[config.mk]
export PLATFORM = sky130hd
export DESIGN_NAME = lut_layer_crossfade_controller_top
export DESIGN_NICKNAME = d
export VERILOG_FILES = /design/src/hdl/lutxf_pkg.sv /design/src/hdl/lut_layer_crossfade_controller_top.sv
export VERILOG_INCLUDE_DIRS = /design/src /design/src/hdl
export SDC_FILE = /design/constraint.sdc
export NUM_CORES = 2
export LEC_CHECK = 0
export ABC_AREA = 1
export BUFFER_PORTS_ARGS = -buffer_cell sky130_fd_sc_hd__buf_2
export CELL_PAD_IN_SITES_DETAIL_PLACEMENT = 1
export CELL_PAD_IN_SITES_GLOBAL_PLACEMENT = 1
export CORE_ASPECT_RATIO = 1.2
export CORE_MARGIN = 4
export CORE_UTILIZATION = 50
export CTS_BUF_LIST = sky130_fd_sc_hd__clkbuf_2
export DETAILED_ROUTE_END_ITERATION = 8
export PLACE_DENSITY = 0.82
export SLEW_MARGIN = 20
export SYNTH_ARGS = -nofsm -noshare
export SYNTH_HDL_FRONTEND = slang
export SYNTH_SLANG_ARGS = --single-unit
[constraint.sdc]
create_clock -name clk_i -period 10.2 [get_ports clk_i]
set_input_delay 2.04 -clock clk_i [delete_from_list [all_inputs] [get_ports clk_i]]
set_output_delay 2.04 -clock clk_i [all_outputs]
set_load 0.05 [all_outputs]
[src/hdl/assert_macros.svh]
// assertion macros used by the controller top
`ifndef ASSERT_MACROS_SVH
`define ASSERT_MACROS_SVH

// property that must hold at every clock edge out of reset
`define ASSERT_ALWAYS(lbl, expr, msg) \
  lbl: assert property (@(posedge clk_i) disable iff (!rst_ni) (expr)) else $error(msg);

// same-cycle implication checked at every clock edge out of reset
`define ASSERT_IMPLIES(lbl, ante, cons, msg) \
  lbl: assert property (@(posedge clk_i) disable iff (!rst_ni) (ante) |-> (cons)) \
    else $error(msg);

`endif

[src/hdl/lutxf_pkg.sv]
// types and constants of the lut layer crossfade controller
package lutxf_pkg;

  localparam int MaxLayers        = 8;
  localparam int IdxW             = $clog2(MaxLayers);
  localparam int CntW             = $clog2(MaxLayers + 1);
  localparam int WeightBits       = 16;
  localparam int WeightW          = WeightBits + 1;
  localparam int TimeW            = 16;
  localparam int IdW              = 16;
  localparam int InstantThreshold = 10;
  localparam int DivCntW          = $clog2(WeightBits);

  localparam logic [WeightW-1:0] One = WeightW'(1) << WeightBits;

  // request action codes
  typedef enum logic [1:0] {
    ACT_TICK  = 2'd0,
    ACT_ADD   = 2'd1,
    ACT_CLEAR = 2'd2,
    ACT_NOP   = 2'd3
  } action_e;

  // sequencer states
  typedef enum logic [2:0] {
    ST_IDLE,
    ST_APPLY,
    ST_FADE,
    ST_DIV,
    ST_LOWER,
    ST_COMPACT,
    ST_EMIT
  } state_e;

endpackage

[src/hdl/lut_layer_crossfade_controller_top.sv]
// lut layer crossfade controller: layer stack, fade sequencer and output register
// add, clear and unused-action requests are handled in IDLE and can follow back to back
// a tick steps through APPLY when a latched chart is pending, then FADE; an empty stack
// ends there, else DIV (16 divider steps, skipped when the top layer is complete or alone),
// LOWER over the layers below the top, COMPACT over every layer and EMIT per kept layer
// reset clears the count, the pending chart and the output valid; layer entries are not reset
`include "assert_macros.svh"

module lut_layer_crossfade_controller_top (
  input  logic                              clk_i,
  input  logic                              rst_ni,
  input  logic                              in_valid_i,
  output logic                              in_ready_o,
  input  logic [1:0]                        action_i,
  input  logic [lutxf_pkg::IdW-1:0]         chart_id_i,
  input  logic [lutxf_pkg::TimeW-1:0]       fade_time_i,
  input  logic [lutxf_pkg::TimeW-1:0]       frame_time_i,
  output logic                              out_valid_o,
  input  logic                              out_ready_i,
  output logic [lutxf_pkg::IdW-1:0]         layer_chart_o,
  output logic [lutxf_pkg::WeightW-1:0]     layer_weight_o,
  output logic                              last_layer_o
);
  import lutxf_pkg::*;

  // control state
  state_e               state_q, state_d;
  logic [CntW-1:0]      count_q;
  logic [IdxW-1:0]      idx_q;
  logic [CntW-1:0]      kept_q;
  logic [DivCntW-1:0]   divcnt_q;
  logic                 pend_valid_q;
  logic [IdW-1:0]       pend_chart_q;
  logic [TimeW-1:0]     pend_time_q;
  logic                 out_valid_q;

  // datapath state
  logic [TimeW-1:0]     frame_q;
  logic [WeightW-1:0]   tw_q;
  logic [WeightBits-1:0] quo_q;
  logic [TimeW-1:0]     rem_q;
  logic [IdW-1:0]       out_chart_q;
  logic [WeightW-1:0]   out_weight_q;
  logic                 out_last_q;

  // layer stack
  logic [IdW-1:0]       ids_q  [MaxLayers];
  logic [WeightW-1:0]   wgt_q  [MaxLayers];
  logic [WeightW-1:0]   peak_q [MaxLayers];
  logic [TimeW-1:0]     elap_q [MaxLayers];
  logic [TimeW-1:0]     dur_q  [MaxLayers];

  // decoded and derived values
  logic                 in_fire;
  logic                 out_load;
  action_e              act;
  logic [CntW-1:0]      cnt_m1;
  logic [IdxW-1:0]      top_idx;
  logic [IdxW-1:0]      top_m1;
  logic                 full;
  logic [IdxW-1:0]      push_idx;
  logic                 pend_instant;
  logic [TimeW-1:0]     dur_top;
  logic [TimeW:0]       elap_sum;
  logic [TimeW-1:0]     elap_sat;
  logic                 top_complete;
  logic [TimeW:0]       rem2;
  logic [TimeW:0]       rem_sub;
  logic                 div_ge;
  logic [TimeW-1:0]     rem_nxt;
  logic [WeightBits-1:0] quo_nxt;
  logic [WeightW-1:0]   fade_f;
  logic [2*WeightW-1:0] prod;
  logic                 keep;
  logic [CntW-1:0]      kept_nxt;
  logic                 walk_end;
  logic                 lower_end;

  assign act          = action_e'(action_i);
  assign in_ready_o   = (state_q == ST_IDLE);
  assign in_fire      = in_valid_i & in_ready_o;
  assign out_load     = (state_q == ST_EMIT) && (!out_valid_q || out_ready_i);

  // stack geometry
  assign cnt_m1       = count_q - 1'b1;
  assign top_idx      = cnt_m1[IdxW-1:0];
  assign top_m1       = top_idx - 1'b1;
  assign full         = (count_q == CntW'(MaxLayers));
  assign push_idx     = full ? IdxW'(MaxLayers - 1) : count_q[IdxW-1:0];
  assign pend_instant = (pend_time_q < TimeW'(InstantThreshold));

  // top layer elapsed time, saturating
  assign dur_top      = dur_q[top_idx];
  assign elap_sum     = {1'b0, elap_q[top_idx]} + {1'b0, frame_q};
  assign elap_sat     = elap_sum[TimeW] ? '1 : elap_sum[TimeW-1:0];
  assign top_complete = (dur_top == '0) || (elap_sat >= dur_top);

  // one restoring division step per cycle
  assign rem2         = {rem_q, 1'b0};
  assign rem_sub      = rem2 - {1'b0, dur_top};
  assign div_ge       = (rem2 >= {1'b0, dur_top});
  assign rem_nxt      = div_ge ? rem_sub[TimeW-1:0] : rem2[TimeW-1:0];
  assign quo_nxt      = {quo_q[WeightBits-2:0], div_ge};

  // shared multiplier for the lower layers
  assign fade_f       = One - tw_q;
  assign prod         = peak_q[idx_q] * fade_f;

  // compaction and walk bookkeeping
  assign keep         = (wgt_q[idx_q] != '0);
  assign kept_nxt     = kept_q + CntW'(keep);
  assign walk_end     = (CntW'(idx_q) == cnt_m1);
  assign lower_end    = (idx_q == top_m1);

  // state register
  always_ff @(posedge clk_i or negedge rst_ni) begin
    if (!rst_ni) begin
      state_q <= ST_IDLE;
    end else begin
      state_q <= state_d;
    end
  end

  // next state
  always_comb begin
    state_d = state_q;
    unique case (state_q)
      ST_IDLE: begin
        if (in_fire && act == ACT_TICK) begin
          state_d = pend_valid_q ? ST_APPLY : ST_FADE;
        end
      end
      ST_APPLY: begin
        state_d = ST_FADE;
      end
      ST_FADE: begin
        priority if (count_q == '0) begin
          state_d = ST_IDLE;
        end else if (count_q == CntW'(1)) begin
          state_d = ST_COMPACT;
        end else if (top_complete) begin
          state_d = ST_LOWER;
        end else begin
          state_d = ST_DIV;
        end
      end
      ST_DIV: begin
        if (divcnt_q == '0) begin
          state_d = ST_LOWER;
        end
      end
      ST_LOWER: begin
        if (lower_end) begin
          state_d = ST_COMPACT;
        end
      end
      ST_COMPACT: begin
        if (walk_end) begin
          state_d = (kept_nxt == '0) ? ST_IDLE : ST_EMIT;
        end
      end
      ST_EMIT: begin
        if (out_load && walk_end) begin
          state_d = ST_IDLE;
        end
      end
    endcase
  end

  // control registers
  always_ff @(posedge clk_i or negedge rst_ni) begin
    if (!rst_ni) begin
      count_q      <= '0;
      idx_q        <= '0;
      kept_q       <= '0;
      divcnt_q     <= '0;
      pend_valid_q <= 1'b0;
      pend_chart_q <= '0;
      pend_time_q  <= '0;
      out_valid_q  <= 1'b0;
    end else begin
      unique case (state_q)
        ST_IDLE: begin
          if (in_fire) begin
            unique case (act)
              ACT_ADD: begin
                pend_valid_q <= 1'b1;
                pend_chart_q <= chart_id_i;
                pend_time_q  <= fade_time_i;
              end
              ACT_CLEAR: begin
                count_q      <= '0;
                pend_valid_q <= 1'b0;
                pend_chart_q <= '0;
                pend_time_q  <= '0;
              end
              ACT_TICK, ACT_NOP: begin
              end
            endcase
          end
        end
        ST_APPLY: begin
          pend_valid_q <= 1'b0;
          priority if (pend_instant) begin
            count_q <= CntW'(1);
          end else if (full) begin
            count_q <= CntW'(MaxLayers);
          end else begin
            count_q <= count_q + 1'b1;
          end
        end
        ST_FADE: begin
          idx_q    <= '0;
          kept_q   <= '0;
          divcnt_q <= DivCntW'(WeightBits - 1);
        end
        ST_DIV: begin
          divcnt_q <= divcnt_q - 1'b1;
        end
        ST_LOWER: begin
          idx_q <= lower_end ? '0 : idx_q + 1'b1;
        end
        ST_COMPACT: begin
          kept_q <= kept_nxt;
          idx_q  <= walk_end ? '0 : idx_q + 1'b1;
          if (walk_end) begin
            count_q <= kept_nxt;
          end
        end
        ST_EMIT: begin
          if (out_load) begin
            idx_q <= idx_q + 1'b1;
          end
        end
      endcase

      // output register valid
      if (out_load) begin
        out_valid_q <= 1'b1;
      end else if (out_ready_i) begin
        out_valid_q <= 1'b0;
      end
    end
  end

  // layer stack and datapath registers
  always_ff @(posedge clk_i) begin
    if (in_fire) begin
      frame_q <= frame_time_i;
    end

    unique case (state_q)
      ST_APPLY: begin
        if (pend_instant) begin
          ids_q[0]  <= pend_chart_q;
          wgt_q[0]  <= One;
          peak_q[0] <= One;
          elap_q[0] <= '0;
          dur_q[0]  <= '0;
        end else begin
          // freeze peaks, dropping the oldest layer when full
          for (int i = 0; i < MaxLayers - 1; i++) begin
            if (full) begin
              ids_q[i]  <= ids_q[i+1];
              wgt_q[i]  <= wgt_q[i+1];
              peak_q[i] <= wgt_q[i+1];
              elap_q[i] <= elap_q[i+1];
              dur_q[i]  <= dur_q[i+1];
            end else if (IdxW'(i) != push_idx) begin
              peak_q[i] <= wgt_q[i];
            end
          end
          // push the new layer at weight zero
          ids_q[push_idx]  <= pend_chart_q;
          wgt_q[push_idx]  <= '0;
          peak_q[push_idx] <= One;
          elap_q[push_idx] <= '0;
          dur_q[push_idx]  <= pend_time_q;
        end
      end
      ST_FADE: begin
        if (count_q == CntW'(1)) begin
          wgt_q[0] <= One;
        end else if (count_q != '0) begin
          elap_q[top_idx] <= elap_sat;
          if (top_complete) begin
            tw_q           <= One;
            wgt_q[top_idx] <= One;
          end else begin
            rem_q <= elap_sat;
            quo_q <= '0;
          end
        end
      end
      ST_DIV: begin
        rem_q <= rem_nxt;
        quo_q <= quo_nxt;
        if (divcnt_q == '0) begin
          tw_q           <= {1'b0, quo_nxt};
          wgt_q[top_idx] <= {1'b0, quo_nxt};
        end
      end
      ST_LOWER: begin
        wgt_q[idx_q] <= prod[WeightBits +: WeightW];
      end
      ST_COMPACT: begin
        // move surviving layers down to close gaps
        if (keep) begin
          ids_q[kept_q[IdxW-1:0]]  <= ids_q[idx_q];
          wgt_q[kept_q[IdxW-1:0]]  <= wgt_q[idx_q];
          peak_q[kept_q[IdxW-1:0]] <= peak_q[idx_q];
          elap_q[kept_q[IdxW-1:0]] <= elap_q[idx_q];
          dur_q[kept_q[IdxW-1:0]]  <= dur_q[idx_q];
        end
      end
      ST_IDLE, ST_EMIT: begin
      end
    endcase

    // output payload
    if (out_load) begin
      out_chart_q  <= ids_q[idx_q];
      out_weight_q <= wgt_q[idx_q];
      out_last_q   <= walk_end;
    end
  end

  assign out_valid_o    = out_valid_q;
  assign layer_chart_o  = out_chart_q;
  assign layer_weight_o = out_weight_q;
  assign last_layer_o   = out_last_q;

  // checks
  `ASSERT_ALWAYS(a_count_range, count_q <= CntW'(MaxLayers), "layer count above stack depth")
  `ASSERT_IMPLIES(a_div_rem, state_q == ST_DIV, rem_q < dur_top, "divider remainder not below divisor")
  `ASSERT_IMPLIES(a_emit_idx, state_q == ST_EMIT, CntW'(idx_q) < count_q, "emit index past layer count")
  `ASSERT_IMPLIES(a_out_nonzero, out_valid_o, layer_weight_o != '0, "emitted layer has zero weight")

endmodule

==> flow_summary.yaml <==
logic_synthesis:
  async_flop_share_pct: 6.45
  yosys-top-cells-area: "edfxtp_1 26%, nand2_1 10%, dfxtp_1 9.2%, o21ai_0 9.1%, fa_1 7.8%"
  ys_warn_count: 0
  syn-cell-area_um2: 57400
  synthMuxAreaShare_pct: 0.279
  synth-main-ff-cell: "edfxtp_1"
  synth_nets: 8039
  syn_inst: 7598
  yosys.cell_types.count: 59
  synth_top_area_share_pct: 25.6
  synth.avg_cell_area_um2: 7.55
  yosys-top-cells-count: "1555 x nand2_1, 1042 x o21ai_0, 917 x inv_1"
  synth_edf_count: 490
  synth-compound-area-share_pct: 21.9
  yosys.area_share.adder_pct: 11.4
  yosysSeqAreaShare_pct: 37.1
  synthXorXnorAreaFrac_pct: 0.598
  synth_simple_gate_area_share_pct: 18.8
  synth_top_family_by_area: "compound AO/OA/AOI/OAI gates"
  yosys.area.top_type: "edfxtp_1"
  ys_seq_elements: 806
  synth_most_common_cell: "nand2_1"
grt:
  track_usage_pct: 40.0
  grt_pass1_vias: 60200
  grt_antenna_before_repair: 10
  grt_first_pass_wirelength_mm: 363
  grt_max_degree: 172
  grt_overflow: 0
hold_path:
  holdPathEnd: "wgt_q[0][2]$_SDFFE_PP0P_"
  hp-start: "wgt_q[0][2]$_SDFFE_PP0P_"
  min_path_cells: 2
  hp-class: "flop to flop"
detailed_routing:
  wire_per_inst_um: 26.4
  drt_first_pass_iters: 6
  via_per_inst: 6.32
  vias: 58300
  wl_mm: 243
  drt_iter0_drc: 5884
  drc: 0
  ant_nets: 0
run_status:
  status: "finished clean"
worst_setup_path:
  startpoint: "tw_q[0]$_SDFFCE_PP0P_"
  reg2reg_slack_ps: 630
  critPathMaxFanout: 15
  r2r_start: "tw_q[0]$_SDFFCE_PP0P_"
  cp-start-kind: "flop"
  critPathKind: "flop to flop"
  setup.worst_path.end_class: "flop"
  r2r-end: "wgt_q[5][0]$_SDFFE_PP0P_"
  ff2ff_path_depth: 27
  arrival_ps: 11150
  crit_required_ps: 11780
placement:
  place_congestion: 0.935
  portBuffers: 89
  dpl.hpwl_mm: 156
  placed_area_um2: 58900
floorplanning:
  die_area_um2: 120000
  core_area_um2: 113000
  start_util_pct: 50.6
  fp.dieH_um: 379
  rows: 135
  io_pins: 90
  die_x_um: 317
timing:
  finalSetupViolations: 0
  grt_setup_unrepaired: "false"
  clock.fmax_mhz: 104
  hold_viol: 0
  period_share_pct: 93.9
  final.setup.tns_ps: 0
  drv_slew: 0
  skew_ps: 173
  post-route-min-period_ps: 9570
  worstMarginPinSlew_ps: 1190
  slew_headroom_pct: 20.4
clock_tree:
  clk_path_buf_depth: 3
  cts_root_buffer: "clkbuf_2"
  clk_pin_slew_worst_paths_ps: 110
  cts_tree: "yes"
  post_cts_buffers: 0
  clock-sinks: 806
  cts-buffers-inserted: 207
  clock_latency_ps: 1740
  htree_levels: 4
final_layout:
  fin_area_um2: 60800
  drive_gt1_share_pct: 9.07
  area_delta_synth_final_pct: 5.96
  final_nets: 7985
job:
  max-cap-violations: 0
[per-stage QoR]
| stage | hold WS [ps] | utilization (%) | std cells | setup slack, ps |
|---|---|---|---|---|
| after floorplan | 440 | - | 7598 | 2810 |
| after global placement | 450 | 51.9 | 8841 | 1230 |
| after detailed placement | 465 | 51.9 | 8841 | 1030 |
| after CTS | 303 | 53.6 | 9223 | 953 |
| after global routing | 403 | 53.6 | 9228 | 331 |
| final | 485 | 53.6 | 9231 | 626 |
[final cells by class]
type | instances | area [µm²]
repair buffers | 216 | 1450
clock inverters | 64 | 319
well taps | 1507 | 1890
diodes | 8 | 20.0
clock buffers | 317 | 1590
flip-flops and latches | 806 | 21300
multi-input cells | 5353 | 30600
inverters | 960 | 3630
fillers | 14500 | 52500
[sequential cells by signal (all words and copies together) (netlist names), 17 cells and up]
signal and cells:
layer_weight_o 17, ids_q 128, elap_q 128, wgt_q 136
peak_q 136, dur_q 128, tw_q 17
[layer usage]
layer,wire length (µm),GRT usage [%],up-vias
met5,64,0,-
met4,17700,25.9,8
met3,24500,8.98,1020
met2,112000,65.2,3197
met1,88900,47.5,28600
li1,-,-,25400
[kinds of logic after synthesis]
logic type	after synthesis
AO/OA/AOI/OAI	2268
XOR/XNOR	37
adder cells (fa/ha/maj)	387
buffers and inverters	1439
flip-flops	806
multiplexers	16
AND/OR/NAND/NOR	2645
[how the worst max path moves through the flow]
stage	slack, ps	cells past startpoint	end
floorplan	2810	36	wgt_q[0][16]$_SDFFE_PP0P_
global placement	1230	27	wgt_q[5][0]$_SDFFE_PP0P_
detailed placement	1030	27	wgt_q[5][0]$_SDFFE_PP0P_
CTS	950	27	wgt_q[5][0]$_SDFFE_PP0P_
global route	330	30	wgt_q[5][16]$_SDFFE_PP0P_
finish	630	27	wgt_q[5][0]$_SDFFE_PP0P_
[worst max-delay path, cell delays in order (launching register included)]
cell and delay (ps):
edfxtp_1 700, inv_1 320, ha_1 210, inv_1 80, or2_2 290, nor2_1 160, xor2_1 800, clkinv_1 640
nand2_1 260, fa_1 460, fa_1 540, fa_1 520, inv_1 60, fa_1 500, fa_1 500, inv_1 50
fa_1 480, inv_1 40, ha_1 300, a21oi_1 260, o21ai_0 180, a21oi_1 230, nand2_1 160, xor2_1 470
a21oi_1 340, a21oi_2 540, o21ai_0 210, a21oi_1 200
[placed cells by master (no fill, tap or decap), types with 10 or more instances in the layout]
| cell | instances |
|---|---|
| a211oi_1 | 20 |
| a21oi_1 | 596 |
| a22oi_1 | 11 |
| a31oi_1 | 54 |
| buf_2 | 88 |
| buf_4 | 123 |
| clkbuf_2 | 317 |
| clkinv_1 | 62 |
| dfrtp_1 | 48 |
| dfxtp_1 | 264 |
| edfxtp_1 | 490 |
| fa_1 | 223 |
| ha_1 | 163 |
| inv_1 | 913 |
| inv_2 | 28 |
| mux2i_1 | 16 |
| nand2_1 | 1548 |
| nand2_2 | 15 |
| nand3_1 | 293 |
| nand3_2 | 16 |
| nor2_1 | 662 |
| nor2_2 | 14 |
| nor2_4 | 10 |
| nor3_1 | 22 |
| nor3_2 | 13 |
| o211ai_1 | 263 |
| o21ai_0 | 1040 |
| o21ai_1 | 124 |
| o221ai_1 | 54 |
| o22ai_1 | 53 |
| or2_2 | 10 |
| xnor2_1 | 13 |
| xor2_1 | 23 |
[repair_timing]
item	in CTS	in global routing
hold endpoints to repair	1	0
hold buffers	1	0
gates resized for setup	0	0
Power is not shown: default switching activity piles up to over one toggle a cycle in this logic, so the estimate is an artifact.
